[src/design/pfpe_pkg.sv]
`timescale 1ns / 1ps
`default_nettype none

package pfpe_pkg;

  localparam int STORE_BYTES = 1024;
  localparam int ADDR_W      = 10;
  localparam int COL_W       = 4;   // glyph column counter, glyph word is 16 bits
  localparam int IDX_W       = 13;  // x + page * width, up to 255 + 31 * 256

  typedef logic [1:0] action_t;

  localparam action_t ACT_CLEAR = 2'd0;
  localparam action_t ACT_SET   = 2'd1;
  localparam action_t ACT_GLYPH = 2'd2;
  localparam action_t ACT_READ  = 2'd3;

  typedef logic [1:0] addr_sel_t;

  localparam addr_sel_t ADDR_CLR  = 2'd0;
  localparam addr_sel_t ADDR_PIX  = 2'd1;
  localparam addr_sel_t ADDR_BYTE = 2'd2;

  // controller -> datapath
  typedef struct packed {
    logic      load;      // capture input transaction
    logic      clr_step;  // write zero at sweep address, advance sweep
    logic      calc;      // register pixel address of current column
    logic      col_next;  // advance glyph column
    logic      pix_wr;    // write back byte with pixel bit set
    addr_sel_t addr_sel;
    logic      out_load;  // load result register
  } pfpe_cmd_t;

  // datapath -> controller
  typedef struct packed {
    logic clr_last;
    logic pix_ok;
    logic col_last;
  } pfpe_stat_t;

endpackage

`default_nettype wire

[src/design/pfpe_ctrl.sv]
`timescale 1ns / 1ps
`default_nettype none

module pfpe_ctrl (
  input  wire logic                 clk,
  input  wire logic                 rst_n,
  input  wire logic                 in_valid,
  input  wire logic [1:0]           in_action,
  output logic                      in_ready,
  output logic                      out_valid,
  input  wire logic                 out_ready,
  output pfpe_pkg::pfpe_cmd_t       cmd,
  input  wire pfpe_pkg::pfpe_stat_t stat
);
  import pfpe_pkg::*;

  localparam logic [2:0] S_BOOT_CLR = 3'd0;
  localparam logic [2:0] S_IDLE     = 3'd1;
  localparam logic [2:0] S_ITEM_CLR = 3'd2;
  localparam logic [2:0] S_CALC     = 3'd3;
  localparam logic [2:0] S_PIX_RD   = 3'd4;
  localparam logic [2:0] S_PIX_WR   = 3'd5;
  localparam logic [2:0] S_BYTE_RD  = 3'd6;
  localparam logic [2:0] S_DONE     = 3'd7;

  logic [2:0] state_r;
  logic [2:0] state_nxt;
  logic       out_valid_r;
  logic       out_valid_nxt;

  always_comb begin
    state_nxt    = state_r;
    in_ready     = 1'b0;
    cmd          = '0;
    cmd.addr_sel = ADDR_PIX;
    case (state_r)
      S_BOOT_CLR, S_ITEM_CLR: begin
        cmd.addr_sel = ADDR_CLR;
        cmd.clr_step = 1'b1;
        if (stat.clr_last) begin
          state_nxt = (state_r == S_BOOT_CLR) ? S_IDLE : S_DONE;
        end
      end
      S_IDLE: begin
        in_ready = 1'b1;
        if (in_valid) begin
          cmd.load = 1'b1;
          case (in_action)
            ACT_CLEAR: state_nxt = S_ITEM_CLR;
            ACT_SET:   state_nxt = S_CALC;
            ACT_GLYPH: state_nxt = S_CALC;
            ACT_READ:  state_nxt = S_BYTE_RD;
            default:   state_nxt = S_DONE;
          endcase
        end
      end
      S_CALC: begin
        cmd.calc = 1'b1;
        if (stat.pix_ok) begin
          state_nxt = S_PIX_RD;
        end else if (stat.col_last) begin
          state_nxt = S_DONE;
        end else begin
          cmd.col_next = 1'b1;
        end
      end
      S_PIX_RD: begin
        state_nxt = S_PIX_WR;
      end
      S_PIX_WR: begin
        cmd.pix_wr = 1'b1;
        if (stat.col_last) begin
          state_nxt = S_DONE;
        end else begin
          cmd.col_next = 1'b1;
          state_nxt    = S_CALC;
        end
      end
      S_BYTE_RD: begin
        cmd.addr_sel = ADDR_BYTE;
        state_nxt    = S_DONE;
      end
      S_DONE: begin
        // keep reading the requested byte so a stalled read result stays intact
        cmd.addr_sel = ADDR_BYTE;
        if (!out_valid_r || out_ready) begin
          cmd.out_load = 1'b1;
          state_nxt    = S_IDLE;
        end
      end
      default: begin
        state_nxt = S_IDLE;
      end
    endcase
  end

  always_comb begin
    out_valid_nxt = out_valid_r;
    if (cmd.out_load) begin
      out_valid_nxt = 1'b1;
    end else if (out_ready) begin
      out_valid_nxt = 1'b0;
    end
  end

  always_ff @(posedge clk) begin
    if (!rst_n) begin
      state_r     <= S_BOOT_CLR;
      out_valid_r <= 1'b0;
    end else begin
      state_r     <= state_nxt;
      out_valid_r <= out_valid_nxt;
    end
  end

  assign out_valid = out_valid_r;

endmodule

`default_nettype wire

[config.mk]
export PLATFORM = sky130hd
export DESIGN_NAME = pfpe_ctrl
export DESIGN_NICKNAME = d
export VERILOG_FILES = /design/src/design/pfpe_pkg.sv /design/src/design/pfpe_ctrl.sv
export SDC_FILE = /design/constraint.sdc
export NUM_CORES = 1
export LEC_CHECK = 0
export BUFFER_PORTS_ARGS = -buffer_cell sky130_fd_sc_hd__clkbuf_2
export CAP_MARGIN = 15
export CORE_AREA = 2 2 39 41
export DETAILED_ROUTE_END_ITERATION = 7
export DIE_AREA = 0 0 41 43
export PLACE_DENSITY = 0.6
export SYNTH_ARGS = -nofsm -noshare
export SYNTH_HDL_FRONTEND = slang
export SYNTH_SLANG_ARGS = --single-unit
export TNS_END_PERCENT = 20
[constraint.sdc]
create_clock -name clk -period 2.7 [get_ports clk]
set_clock_uncertainty 0.05 [all_clocks]
set_input_delay 0.27 -clock clk [delete_from_list [all_inputs] [get_ports clk]]
set_output_delay 0.27 -clock clk [all_outputs]
set_load 0.005 [all_outputs]
==> impl_metrics.ini <==
[critical_path]
crit_chain = nand2b_1, mux2_2, nor3b_1, clkbuf_2
crit_buf_inv = 1
crit_family = flip-flops
cp-end-kind = output port
crit_slowest_cell = dfxtp_1
rr_endpoint = state_r[2]
r2r_setup_slack_ns = 1.40
cp_max_fo = 14
cpPeakStageDelay_ns = 0.56
r2r_start = state_r[1]
worstRegToRegCells = 4
worstSetupPathType = reg2out
start_kind = flop
critPathRequiredTime_ns = 2.38
cp.arrival_ns = 1.50

[clock_tree]
cts_buffers = 3
postCtsHoldBufs = 0
cts_tree = yes
post_cts_resized = 0
htreeDepth = 1
root_buffer = clkbuf_4
postCtsSetupRepairBufs = 0
cts.sinks = 4
cts.reportedPaths.clkPinSlew_ns = 0.03
clk_latency_ns = 0.23
clock_path_buffers = 2

[outcome]
outcome = finished, final reports clean

[sta]
maxSlewViolCount = 0
timing.final.crit_share = 0.676
worstMarginPinSlew_ns = 0.417
timing.hold.ws_ns = 0.247
hold_viol = 0
rsz0062_at_grt = false
period_minus_slack_ns = 1.82
relSlewSlack = 0.722
setup_violations = 0
tns_ns = 0
fmax_ghz = 0.548

[drt]
dr_total_vias = 345
drc = 0
routed_via_density = 4.54
drt_pass1_iterations = 2
drt_iter0_drc = 1
routed_wl_um = 706
wire_per_inst_um = 9.29
postRouteAntennaNets = 0

[synth]
synth_xor_area_frac = 0
syn_inst = 43
yosys.area_share.simple = 0.329
yosysTopAreaCellShare = 0.229
synth_top_family_by_area = simple AND/OR/NAND/NOR gates
synthTopCellsByArea = dfxtp_1, nor2_1, o21a_1, a21oi_1, buf_4
yosys_warnings = 0
avgSynthCellArea_um2 = 8.15
synth.mux.area_fraction = 0.0321
synth-seq-area-share = 0.229
ys_ff_latch = 4
synth_compound_area_frac = 0.261
yosysUniqueCellTypes = 27
synthAdderAreaFrac = 0.0357
syn_nets = 53
synth.cell_area_um2 = 350
yosys.area.top_type = dfxtp_1

[final_layout]
fin_util = 0.320
antenna_cells = 0
nNetsFinal = 72
final.fill_count = 162
drive_above_1_share = 0.450
syn_to_final_growth_pct = 26.4

[floorplan]
rows = 14
die_h_um = 43
ios = 19
initial_utilization = 0.253
core_area_um2 = 1380
die_x_um = 41
die-area_um2 = 1760

[grt]
antenna_found_initial = 0
grt_max_degree = 15
grt_pass1_vias = 293
grt_first_pass_wirelength_um = 979
grtUsageTotal = 0.0884
grt-ovfl-total = 0

[worst_hold_path]
worstHoldPathType = in2reg
hold_end = state_r[0]
min-delay-start = rst_n
holdPathStages = 2

[placement]
routabilityCongestion = 0.636
dp_hpwl_um = 563
port_buffers = 18

[power]
power_density_nw_per_um2 = 442
peakVddDrop_mv = 0.168
leakage_nw = 0.208

[job]
cap_violations = 0
-- area by class of cell --
cell class / instances / area (um2) / area share
repair buffers: 18 / 90.1 / 0.203
flip-flops and latches: 4 / 80.1 / 0.181
multi-input cells: 35 / 230 / 0.520
well taps: 16 / 20.0 / 0.0452
clock buffers: 3 / 22.5 / 0.0508
-- state kept, by name, summed over array words and instances (netlist names) --
signal and count:
state_r 3, out_valid 1
-- Yosys cell counts --
master and instances:
o2bb2ai_1 1, a31oi_1 1, nor2_1 9, o21ai_0 1
nand2b_1 1, or2b_1 1, and2_2 1, buf_6 1
mux2_2 1, clkbuf_8 1, nor2b_1 1, a2bb2oi_1 1
o21a_1 3, a22o_1 1, nand3_1 1, a21oi_1 3
nor3b_1 1, a21boi_0 1, buf_4 2, nand2_1 1
nand2b_2 1, and3b_2 1, and2_1 1, dfxtp_1 4
nor3b_2 1, ha_1 1, a21oi_2 1
-- metrics by stage --
stage          std cells  instance area [um2]  power (mW)  setup slack (ns)
2_1_floorplan         43                  350       0.111              1.46
3_3_place_gp          73                  420       0.124              1.15
3_5_place_dp          73                  420       0.125              1.11
4_1_cts               76                  443       0.201             0.853
5_1_grt               76                  443       0.213             0.713
6_report              76                  443       0.196             0.875
-- how the worst max path moves through the flow --
stage / start / endpoint / slack [ns] / depth (start not counted)
finish: state_r[1] / cmd[4] / 0.88 / 4
global placement: state_r[1] / cmd[4] / 1.15 / 4
detailed placement: state_r[1] / cmd[4] / 1.11 / 4
global route: state_r[1] / cmd[4] / 0.71 / 4
CTS: state_r[1] / cmd[4] / 0.85 / 4
floorplan: state_r[1] / cmd[4] / 1.46 / 3
-- cell families after synthesis --
group | Yosys count
AO/OA/AOI/OAI | 13
adder cells (fa/ha/maj) | 1
buffers and inverters | 4
flip-flops | 4
multiplexers | 1
AND/OR/NAND/NOR | 20
-- power by group --
part	internal (mW)	switching, mW
clock network	0.0495	0.0219
logic	0.0283	0.0196
registers	0.0637	0.0125
total	0.142	0.0540
-- placed cells by master, fill, tap and decap left out --
cell type / Yosys / routed
a21boi_0: 1 / 1
a21oi_1: 3 / 3
a21oi_2: 1 / 1
a22o_1: 1 / 1
a2bb2oi_1: 1 / 1
a31oi_1: 1 / 1
and2_1: 1 / 1
and2_2: 1 / 1
and3b_2: 1 / 1
clkbuf_2: 0 / 18
clkbuf_4: 0 / 3
dfxtp_1: 4 / 4
ha_1: 1 / 1
mux2_2: 1 / 1
nand2_1: 1 / 1
nand2b_1: 1 / 1
nand2b_2: 1 / 1
nand3_1: 1 / 1
nor2_1: 9 / 9
nor2b_1: 1 / 1
nor3b_1: 1 / 1
nor3b_2: 1 / 1
o21a_1: 3 / 3
o21ai_0: 1 / 1
o2bb2ai_1: 1 / 1
or2b_1: 1 / 1
-- metal layers --
metal	GRT usage	vias up	routed length (um)
met3	0.0471	0	42
met5	0	-	0
met2	0.141	9	382
li1	-	185	-
met4	0.0800	0	0
met1	0.0707	151	280
Power figures use the tool's default switching activity.
